$ cat src/rtl/core/hrrtp_pkg.sv
// ----------------------------------------------------------------------------
// hrrtp_pkg
// Shared types and constants of the hierarchical round-robin task picker.
// ----------------------------------------------------------------------------
`default_nettype none

package hrrtp_pkg;

  // field widths
  localparam int GROUP_W = 2;
  localparam int INDEX_W = 4;
  localparam int SEL_W   = 16;
  localparam int SPIN_W  = 2;
  localparam int CNT_W   = INDEX_W + 1;

  // stream word widths
  localparam int IN_W  = 24;
  localparam int OUT_W = 32;

  // task memory: one row of sixteen slots per group
  localparam int GROUP_SLOTS = 16;
  localparam int MEM_DEPTH   = 3 * GROUP_SLOTS;
  localparam int ADDR_W      = GROUP_W + INDEX_W;

  // group codes
  localparam logic [GROUP_W-1:0] GRP_A      = 2'd0;
  localparam logic [GROUP_W-1:0] GRP_B      = 2'd1;
  localparam logic [GROUP_W-1:0] GRP_SHARED = 2'd2;

  localparam logic [SEL_W-1:0] IDLE_SELECTOR_RESET = 16'h0050;

  typedef enum logic {
    ST_IDLE,
    ST_FINISH
  } state_t;

  // kind of result an accepted item produces
  typedef enum logic [1:0] {
    RES_NONE,
    RES_IDLE,
    RES_PICK
  } res_t;

  // table entry write toward the scheduler
  typedef struct packed {
    logic               en;
    logic [GROUP_W-1:0] group;
    logic [INDEX_W-1:0] index;
    logic               alive;
  } entry_wr_t;

  // candidate pick from the scheduler
  typedef struct packed {
    logic               valid;
    logic [GROUP_W-1:0] group;
    logic [INDEX_W-1:0] index;
  } pick_t;

  function automatic logic [ADDR_W-1:0] mem_addr(input logic [GROUP_W-1:0] group,
                                                 input logic [INDEX_W-1:0] index);
    mem_addr = {group, index};
  endfunction

endpackage

`default_nettype wire

$ cat src/rtl/core/hrrtp_task_mem.sv
// ----------------------------------------------------------------------------
// hrrtp_task_mem
// Selector and spinner memories, one write port and one registered read port.
// ----------------------------------------------------------------------------
`default_nettype none

module hrrtp_task_mem (
  input  wire logic                         clk,
  input  wire logic                         sel_we,
  input  wire logic                         spin_we,
  input  wire logic [hrrtp_pkg::ADDR_W-1:0] wr_addr,
  input  wire logic [hrrtp_pkg::SEL_W-1:0]  sel_wdata,
  input  wire logic [hrrtp_pkg::SPIN_W-1:0] spin_wdata,
  input  wire logic                         rd_en,
  input  wire logic [hrrtp_pkg::ADDR_W-1:0] rd_addr,
  output logic      [hrrtp_pkg::SEL_W-1:0]  rd_sel,
  output logic      [hrrtp_pkg::SPIN_W-1:0] rd_spin
);

  logic [hrrtp_pkg::SEL_W-1:0]  sel_mem  [0:hrrtp_pkg::MEM_DEPTH-1];
  logic [hrrtp_pkg::SPIN_W-1:0] spin_mem [0:hrrtp_pkg::MEM_DEPTH-1];

  // write port
  always_ff @(posedge clk) begin
    if (sel_we) begin
      sel_mem[wr_addr] <= sel_wdata;
    end
    if (spin_we) begin
      spin_mem[wr_addr] <= spin_wdata;
    end
  end

  // read port, data held until the next read
  always_ff @(posedge clk) begin
    if (rd_en) begin
      rd_sel  <= sel_mem[rd_addr];
      rd_spin <= spin_mem[rd_addr];
    end
  end

endmodule

`default_nettype wire

$ cat src/rtl/core/hrrtp_sched.sv
// ----------------------------------------------------------------------------
// hrrtp_sched
// Alive bits, group pointers and the running group; picks the next live slot.
// ----------------------------------------------------------------------------
`default_nettype none

module hrrtp_sched #(
  parameter int SHARED_SLOTS = 16,
  parameter int PLAYER_SLOTS = 8
) (
  input  wire logic                          clk,
  input  wire logic                          rst,
  input  wire hrrtp_pkg::entry_wr_t          wr,
  input  wire logic                          pick_en,
  output hrrtp_pkg::pick_t                   pick,
  output logic      [hrrtp_pkg::GROUP_W-1:0] run_group,
  output logic      [hrrtp_pkg::INDEX_W-1:0] run_index
);

  logic [SHARED_SLOTS-1:0] shared_alive;
  logic [PLAYER_SLOTS-1:0] alive_a;
  logic [PLAYER_SLOTS-1:0] alive_b;
  logic [hrrtp_pkg::INDEX_W-1:0] shared_ptr;
  logic [hrrtp_pkg::INDEX_W-1:0] ptr_a;
  logic [hrrtp_pkg::INDEX_W-1:0] ptr_b;

  logic [hrrtp_pkg::GROUP_SLOTS-1:0] live_a;
  logic [hrrtp_pkg::GROUP_SLOTS-1:0] live_b;
  logic [hrrtp_pkg::GROUP_SLOTS-1:0] live_s;
  logic [2:0]                        has_live;
  logic [hrrtp_pkg::GROUP_W-1:0]     grp_nx;
  logic [hrrtp_pkg::GROUP_W-1:0]     grp_nn;
  logic [hrrtp_pkg::GROUP_SLOTS-1:0] cand_vec;
  logic [hrrtp_pkg::INDEX_W-1:0]     cand_ptr;
  logic [hrrtp_pkg::CNT_W-1:0]       cand_n;
  logic                              pick_valid;
  logic [hrrtp_pkg::GROUP_W-1:0]     pick_group;
  logic [hrrtp_pkg::INDEX_W-1:0]     pick_index;

  function automatic logic [hrrtp_pkg::GROUP_W-1:0] group_after(
      input logic [hrrtp_pkg::GROUP_W-1:0] g);
    group_after = (g == hrrtp_pkg::GRP_SHARED) ? hrrtp_pkg::GRP_A
                                               : g + hrrtp_pkg::GROUP_W'(1);
  endfunction

  // alive bits widened to a full group row
  always_comb begin
    live_a = '0;
    live_b = '0;
    live_s = '0;
    for (int i = 0; i < PLAYER_SLOTS; i++) begin
      live_a[i] = alive_a[i];
      live_b[i] = alive_b[i];
    end
    for (int i = 0; i < SHARED_SLOTS; i++) begin
      live_s[i] = shared_alive[i];
    end
  end

  assign has_live = {|live_s, |live_b, |live_a};
  assign grp_nx   = group_after(run_group);
  assign grp_nn   = group_after(grp_nx);

  // group order: next, next-but-one, then the running one
  always_comb begin
    pick_valid = 1'b1;
    if (has_live[grp_nx]) begin
      pick_group = grp_nx;
    end else if (has_live[grp_nn]) begin
      pick_group = grp_nn;
    end else begin
      pick_group = run_group;
      pick_valid = has_live[run_group];
    end
  end

  // row, pointer and size of the chosen group
  always_comb begin
    unique case (pick_group)
      hrrtp_pkg::GRP_A: begin
        cand_vec = live_a;
        cand_ptr = ptr_a;
        cand_n   = hrrtp_pkg::CNT_W'(PLAYER_SLOTS);
      end
      hrrtp_pkg::GRP_B: begin
        cand_vec = live_b;
        cand_ptr = ptr_b;
        cand_n   = hrrtp_pkg::CNT_W'(PLAYER_SLOTS);
      end
      default: begin
        cand_vec = live_s;
        cand_ptr = shared_ptr;
        cand_n   = hrrtp_pkg::CNT_W'(SHARED_SLOTS);
      end
    endcase
  end

  // rotating priority encode: first live slot after the pointer
  always_comb begin
    logic [hrrtp_pkg::CNT_W-1:0] idx;
    logic                        found;
    found      = 1'b0;
    pick_index = cand_ptr;
    for (int k = 1; k <= hrrtp_pkg::GROUP_SLOTS; k++) begin
      idx = {1'b0, cand_ptr} + hrrtp_pkg::CNT_W'(k);
      if (idx >= cand_n) begin
        idx = idx - cand_n;
      end
      if (!found && (hrrtp_pkg::CNT_W'(k) <= cand_n) &&
          cand_vec[idx[hrrtp_pkg::INDEX_W-1:0]]) begin
        found      = 1'b1;
        pick_index = idx[hrrtp_pkg::INDEX_W-1:0];
      end
    end
  end

  assign pick = {pick_valid, pick_group, pick_index};

  // pointer of the running group
  always_comb begin
    unique case (run_group)
      hrrtp_pkg::GRP_A: run_index = ptr_a;
      hrrtp_pkg::GRP_B: run_index = ptr_b;
      default:          run_index = shared_ptr;
    endcase
  end

  // alive bit writes
  always_ff @(posedge clk) begin
    if (rst) begin
      shared_alive <= '0;
      alive_a      <= '0;
      alive_b      <= '0;
    end else if (wr.en) begin
      for (int i = 0; i < SHARED_SLOTS; i++) begin
        if (wr.group == hrrtp_pkg::GRP_SHARED && wr.index == hrrtp_pkg::INDEX_W'(i)) begin
          shared_alive[i] <= wr.alive;
        end
      end
      for (int i = 0; i < PLAYER_SLOTS; i++) begin
        if (wr.group == hrrtp_pkg::GRP_A && wr.index == hrrtp_pkg::INDEX_W'(i)) begin
          alive_a[i] <= wr.alive;
        end
        if (wr.group == hrrtp_pkg::GRP_B && wr.index == hrrtp_pkg::INDEX_W'(i)) begin
          alive_b[i] <= wr.alive;
        end
      end
    end
  end

  // pointer and running group update on a pick
  always_ff @(posedge clk) begin
    if (rst) begin
      run_group  <= hrrtp_pkg::GRP_SHARED;
      shared_ptr <= '0;
      ptr_a      <= '0;
      ptr_b      <= '0;
    end else if (pick_en && pick_valid) begin
      run_group <= pick_group;
      unique case (pick_group)
        hrrtp_pkg::GRP_A: ptr_a      <= pick_index;
        hrrtp_pkg::GRP_B: ptr_b      <= pick_index;
        default:          shared_ptr <= pick_index;
      endcase
    end
  end

endmodule

`default_nettype wire

$ cat src/rtl/core/hierarchical_round_robin_task_picker.sv
// Each word is accepted in IDLE; its result is written into the output register in FINISH.
// A new word is not taken until the last one has finished; a tick needs one task memory read before its result.
// A stalled output holds the finishing word and the input waits behind it.
// Reset (rst, synchronous): alive bits and pointers clear, running group is shared,
// idle flag set, idle selector 0x50; task memories are not cleared.
// ----------------------------------------------------------------------------
// hierarchical_round_robin_task_picker
// Two-level round-robin picker over player A, player B and shared task groups.
// ----------------------------------------------------------------------------
`default_nettype none

module hierarchical_round_robin_task_picker #(
  parameter int SHARED_SLOTS = 16,
  parameter int PLAYER_SLOTS = 8
) (
  input  wire logic                         clk,
  input  wire logic                         rst,
  input  wire logic                         cfg_we,
  input  wire logic [hrrtp_pkg::SEL_W-1:0]  cfg_wdata,   // idle_selector
  input  wire logic                         s_tvalid,
  output logic                              s_tready,
  // halt, entry_group, entry_index, entry_alive, entry_selector
  input  wire logic [hrrtp_pkg::IN_W-1:0]   s_tdata,
  input  wire logic                         s_tuser,     // kind
  output logic                              m_tvalid,
  input  wire logic                         m_tready,
  // next_selector, chosen_group, chosen_index, spinner_phase, picked, went_idle
  output logic      [hrrtp_pkg::OUT_W-1:0]  m_tdata
);

  hrrtp_pkg::state_t state;
  hrrtp_pkg::state_t state_next;
  hrrtp_pkg::res_t   res_op;
  hrrtp_pkg::res_t   res_op_next;

  logic                           idle_flag;
  logic [hrrtp_pkg::SEL_W-1:0]    last_selector;
  logic [hrrtp_pkg::SEL_W-1:0]    idle_selector;
  logic [hrrtp_pkg::ADDR_W-1:0]   spin_addr;

  logic                           accept;
  logic                           commit;
  logic                           kind;
  logic                           halt;
  logic [hrrtp_pkg::GROUP_W-1:0]  entry_group;
  logic [hrrtp_pkg::INDEX_W-1:0]  entry_index;
  logic                           entry_alive;
  logic [hrrtp_pkg::SEL_W-1:0]    entry_selector;
  logic                           target_ok;
  logic                           pick_en;

  hrrtp_pkg::entry_wr_t           wr;
  hrrtp_pkg::pick_t               pick;
  logic [hrrtp_pkg::GROUP_W-1:0]  run_group;
  logic [hrrtp_pkg::INDEX_W-1:0]  run_index;

  logic                           spin_we;
  logic [hrrtp_pkg::ADDR_W-1:0]   wr_addr;
  logic [hrrtp_pkg::SPIN_W-1:0]   spin_wdata;
  logic [hrrtp_pkg::SEL_W-1:0]    rd_sel;
  logic [hrrtp_pkg::SPIN_W-1:0]   rd_spin;
  logic [hrrtp_pkg::SPIN_W-1:0]   spin_inc;
  logic [hrrtp_pkg::SEL_W-1:0]    cmp_sel;

  logic [hrrtp_pkg::SEL_W-1:0]    res_sel;
  logic [hrrtp_pkg::SPIN_W-1:0]   res_spin;
  logic                           res_picked;
  logic                           res_idle;

  // input word fields
  assign kind           = s_tuser;
  assign halt           = s_tdata[0];
  assign entry_group    = s_tdata[2:1];
  assign entry_index    = s_tdata[6:3];
  assign entry_alive    = s_tdata[7];
  assign entry_selector = s_tdata[23:8];

  assign accept = s_tvalid && s_tready;

  // write target check against the group's slot count
  always_comb begin
    unique case (entry_group) inside
      hrrtp_pkg::GRP_A, hrrtp_pkg::GRP_B:
        target_ok = {1'b0, entry_index} < hrrtp_pkg::CNT_W'(PLAYER_SLOTS);
      hrrtp_pkg::GRP_SHARED:
        target_ok = {1'b0, entry_index} < hrrtp_pkg::CNT_W'(SHARED_SLOTS);
      default:
        target_ok = 1'b0;
    endcase
  end

  always_comb begin
    wr.en    = accept && kind && target_ok;
    wr.group = entry_group;
    wr.index = entry_index;
    wr.alive = entry_alive;
  end

  assign pick_en = accept && !kind && !halt;

  // result kind decided at accept
  always_comb begin
    if (kind || halt) begin
      res_op_next = hrrtp_pkg::RES_NONE;
    end else if (pick.valid) begin
      res_op_next = hrrtp_pkg::RES_PICK;
    end else if (!idle_flag) begin
      res_op_next = hrrtp_pkg::RES_IDLE;
    end else begin
      res_op_next = hrrtp_pkg::RES_NONE;
    end
  end

  hrrtp_sched #(
    .SHARED_SLOTS (SHARED_SLOTS),
    .PLAYER_SLOTS (PLAYER_SLOTS)
  ) u_sched (
    .clk       (clk),
    .rst       (rst),
    .wr        (wr),
    .pick_en   (pick_en),
    .pick      (pick),
    .run_group (run_group),
    .run_index (run_index)
  );

  // spinner write: entry reset at accept, increment at finish
  assign spin_inc   = rd_spin + hrrtp_pkg::SPIN_W'(1);
  assign spin_we    = wr.en || (commit && res_op == hrrtp_pkg::RES_PICK);
  assign wr_addr    = (state == hrrtp_pkg::ST_FINISH) ?
                      spin_addr : hrrtp_pkg::mem_addr(entry_group, entry_index);
  assign spin_wdata = (state == hrrtp_pkg::ST_FINISH) ? spin_inc : '0;

  hrrtp_task_mem u_mem (
    .clk        (clk),
    .sel_we     (wr.en),
    .spin_we    (spin_we),
    .wr_addr    (wr_addr),
    .sel_wdata  (entry_selector),
    .spin_wdata (spin_wdata),
    .rd_en      (pick_en && pick.valid),
    .rd_addr    (hrrtp_pkg::mem_addr(pick.group, pick.index)),
    .rd_sel     (rd_sel),
    .rd_spin    (rd_spin)
  );

  // next state
  always_comb begin
    state_next = state;
    unique case (state)
      hrrtp_pkg::ST_IDLE:   if (accept) state_next = hrrtp_pkg::ST_FINISH;
      hrrtp_pkg::ST_FINISH: if (commit) state_next = hrrtp_pkg::ST_IDLE;
      default:              state_next = hrrtp_pkg::ST_IDLE;
    endcase
  end

  // state outputs
  always_comb begin
    s_tready = 1'b0;
    commit   = 1'b0;
    unique case (state)
      hrrtp_pkg::ST_IDLE:   s_tready = 1'b1;
      hrrtp_pkg::ST_FINISH: commit   = !m_tvalid || m_tready;
      default:              s_tready = 1'b0;
    endcase
  end

  always_ff @(posedge clk) begin
    if (rst) begin
      state <= hrrtp_pkg::ST_IDLE;
    end else begin
      state <= state_next;
    end
  end

  // item context carried to the finish cycle
  always_ff @(posedge clk) begin
    if (accept) begin
      res_op    <= res_op_next;
      spin_addr <= hrrtp_pkg::mem_addr(pick.group, pick.index);
    end
  end

  // result fields
  assign cmp_sel = idle_flag ? '0 : last_selector;

  always_comb begin
    res_sel    = '0;
    res_spin   = '0;
    res_picked = 1'b0;
    res_idle   = 1'b0;
    unique case (res_op)
      hrrtp_pkg::RES_PICK: begin
        res_sel    = (rd_sel == cmp_sel) ? '0 : rd_sel;
        res_spin   = spin_inc;
        res_picked = 1'b1;
      end
      hrrtp_pkg::RES_IDLE: begin
        res_sel  = idle_selector;
        res_idle = 1'b1;
      end
      default: res_sel = '0;
    endcase
  end

  // last selector and idle flag
  always_ff @(posedge clk) begin
    if (rst) begin
      idle_flag     <= 1'b1;
      last_selector <= '0;
    end else if (commit) begin
      if (res_op == hrrtp_pkg::RES_PICK) begin
        idle_flag     <= 1'b0;
        last_selector <= rd_sel;
      end else if (res_op == hrrtp_pkg::RES_IDLE) begin
        idle_flag <= 1'b1;
      end
    end
  end

  // idle selector register
  always_ff @(posedge clk) begin
    if (rst) begin
      idle_selector <= hrrtp_pkg::IDLE_SELECTOR_RESET;
    end else if (cfg_we) begin
      idle_selector <= cfg_wdata;
    end
  end

  // output register
  always_ff @(posedge clk) begin
    if (rst) begin
      m_tvalid <= 1'b0;
    end else if (commit) begin
      m_tvalid <= 1'b1;
    end else if (m_tready) begin
      m_tvalid <= 1'b0;
    end
  end

  always_ff @(posedge clk) begin
    if (commit) begin
      m_tdata <= {6'b0, res_idle, res_picked, res_spin, run_index, run_group, res_sel};
    end
  end

endmodule

`default_nettype wire

$ cat config.mk
export PLATFORM = sky130hd
export DESIGN_NAME = hierarchical_round_robin_task_picker
export DESIGN_NICKNAME = d
export VERILOG_FILES = /design/src/rtl/core/hrrtp_pkg.sv /design/src/rtl/core/hrrtp_task_mem.sv /design/src/rtl/core/hrrtp_sched.sv /design/src/rtl/core/hierarchical_round_robin_task_picker.sv
export SDC_FILE = /design/constraint.sdc
export NUM_CORES = 2
export LEC_CHECK = 0
export BUFFER_PORTS_ARGS = -buffer_cell sky130_fd_sc_hd__buf_2
export CAP_MARGIN = 20
export CORE_UTILIZATION = 50
export CTS_BUF_LIST = sky130_fd_sc_hd__clkbuf_8
export DETAILED_ROUTE_END_ITERATION = 10
export PLACE_DENSITY = 0.66
export SYNTH_ARGS = -nofsm -noshare
export SYNTH_HDL_FRONTEND = slang
export SYNTH_SLANG_ARGS = --single-unit
$ cat constraint.sdc
create_clock -name clk -period 10.3 [get_ports clk]
set_input_delay 2.06 -clock clk [delete_from_list [all_inputs] [get_ports clk]]
set_output_delay 2.06 -clock clk [all_outputs]
set_load 0.03 [all_outputs]
==> run metrics <==
status finished, final reports clean; Tmin final between 9 and 10 ns; Ys Warns 0; Die X ~300 um; Final WS setup 0.442 ns; detailed router's first-iteration violation count just under 3k; ranking of synthesized cells by area edfxtp_1 63%, mux4_2 6.7%, dfxtp_1 3.7%; cts-stage hold buffer count 0; TritonCTS clock tree built; Post-synth top cells 916 x edfxtp_1, 259 x nand2_1, 215 x nor2_1; Slowest-stage cell, CP or4_1; number of global-route vias before repair roughly 28k; synthesized area 43,500 um^2; max incr delay on CP 0.78 ns; Skew-Pair Late Insertion Delay approximately 0.83 ns; TritonCTS buffer count 160; Setup Skew 0.0463 ns; Synth Area per Inst between 10 and 15 um^2; first-pass GRT wire length 174 mm; top cell type's share of synthesized area a little over three fifths; clk buf depth 3; drt wl/cell roughly 25 um; CP Class register to register; CP max FO 21; initial antenna violation count 4; Final HPWL DP between 70 and 80 mm; Synth cell types 99; Crit. End Element register; maxcap violations 0; WP data arrival ~10 ns; via/cell ratio approximately 6.0; post-synthesis sequential area ratio between 60% and 70%; post_cts resized 0; RePlAce Congestion about 0.96; FP Rows around 110; Post-DRT Antenna Nets 0; share of cells above drive strength 1 between 15 and 20%; #FFs+latches synth approximately 1,000; Core Footprint about 86,000 um^2; Global Route Usage Sum between 20% and 30%; setup_tns 0 ns; class of the tightest hold or removal check register to register; DRC viols 0; PortBufs 73; CTS clock-pin slew for the worst setup and hold paths roughly 0.060 ns; final worst-path cycle share a little over nine tenths; slew margin rel. 32.3%; Power Density approximately 180 nW/um^2; area leader, netlist edfxtp_1; Die ar. about 88,000 um^2; H-Tree Depth 4; required time worst endpoint between 10 and 15 ns; Synth Flop Type edfxtp_1; most common cell in the synthesized netlist edfxtp_1; Worst-Margin Slew 1.01 ns; PnR Total Power 9080 uW; vias approximately 28k; Setup Buffers After CTS 0; grt total ovfl 0; area grow syn2layout 13.8%; Async SR Flop Fraction 0%; root buffer cell clkbuf_8; largest net degree at the start of global routing 82; Pleak roughly 0.017 uW; Peak VDD IR 0.123 mV; clock sinks 997; # nets final between 3k and 4k; Fmax about 0.1 GHz; RSZ-0062 raised after global routing no; I/O Pins 80; first drt pass iteration count 6; dpl ws between 0.6 and 0.7 ns; crit-path most repeated cell or4_1; total wire length approximately 120 mm; Hold Violations, Final 0; Initial Util 50.7%; Slew Viols, Final 0; EDFF count, synth around 920; Mapped Cells 2,920; CP Launch Type register; Die Ht roughly 300 um; Final Setup Violations 0
state kept, by name, indices dropped and copies added (netlist names):
signal and flops:
u_sched.live_s 16, spin_addr 6, u_mem.spin_mem 96, u_sched.alive_a 8, u_mem.sel_mem 768, idle_flag 1, u_sched.run_group 2, u_mem.rd_spin 2
m_tvalid 1, u_sched.ptr_b 4, u_sched.alive_b 8, state 1, m_tdata 26, res_op 2, u_mem.rd_sel 16, idle_selector 16
u_sched.shared_ptr 4, u_sched.ptr_a 4, last_selector 16
per-layer routing:
metal,global-route usage [%],routed length (um),part of all wire [%]
met5,0,0,0
met1,35.1,46700,40
met2,43.5,56700,48
met3,5.77,10400,8.9
met4,9.12,3320,2.8
worst max-delay path: cells and delay by family (launching register included):
family,cells,cell delay [ns]
buffers and inverters,5,0.97
muxes,2,0.75
DFF,1,0.35
AOI/OAI and AO/OA,8,2.61
and+or+nand+nor,10,4.04
adders and majority gates,2,0.84
cell families (layout without fill, tap and decap cells):
group	after synthesis	after routing	share of synthesized area [%]
simple gates	751	751	8.28
mux	320	320	11.2
compound gates	568	568	9.41
xor+xnor	11	11	0.239
buf+inv	226	543	2.51
other cells	1	263	0.00863
fa+ha+maj	46	46	1.34
flops	997	997	67.0
layout make-up:
| type | instances | area [um^2] |
|---|---|---|
| Inverter | 68 | 265 |
| Antenna cell | 1 | 2.50 |
| Fill cell | 6722 | 36200 |
| Timing Repair Buffer | 194 | 1480 |
| Clock buffer | 164 | 2260 |
| Tap cell | 1144 | 1430 |
| Clock inverter | 117 | 628 |
| Multi-Input combinational cell | 1958 | 14300 |
| Sequential cell | 997 | 29100 |
power by group:
| group | internal, uW | switching, uW |
|---|---|---|
| logic | 540 | 855 |
| registers | 4540 | 33.3 |
| clock network | 1560 | 1550 |
| total | 6650 | 2430 |
worst paths after layout:
path / start / to / slack, ns / cells after the start
min reg2reg: last_selector[7] / last_selector[7] / 0.46 / 2
min: last_selector[7] / last_selector[7] / 0.46 / 2
max: u_sched.alive_b[4] / u_mem.rd_sel[10] / 0.44 / 27
max reg2reg: u_sched.alive_b[4] / u_mem.rd_sel[10] / 0.44 / 27
per-stage QoR:
| step | hold slack, ns | std cells | instance area, um^2 | utilization (%) |
|---|---|---|---|---|
| 2_1_floorplan | 0.420 | 3181 | 44400 | - |
| 3_3_place_gp | 0.445 | 4357 | 46500 | 54.3 |
| 3_5_place_dp | 0.448 | 4358 | 46600 | 54.3 |
| 4_1_cts | 0.455 | 4639 | 49400 | 57.7 |
| 5_1_grt | 0.502 | 4643 | 49500 | 57.7 |
| 6_report | 0.458 | 4643 | 49500 | 57.7 |
cell usage in the layout (no fill, tap or decap), drive strengths merged, types with 77 or more instances in the layout:
| cell | netlist | routed |
|---|---|---|
| conb | 1 | 262 |
| inv | 67 | 130 |
| buf | 87 | 194 |
| nand2 | 260 | 260 |
| dfxtp | 81 | 81 |
| o21ai | 77 | 77 |
| mux2i | 162 | 162 |
| nor2 | 221 | 221 |
| mux4 | 130 | 130 |
| clkbuf | 71 | 164 |
| edfxtp | 916 | 916 |
| a21oi | 112 | 112 |
Power figures use the tool's default switching activity.
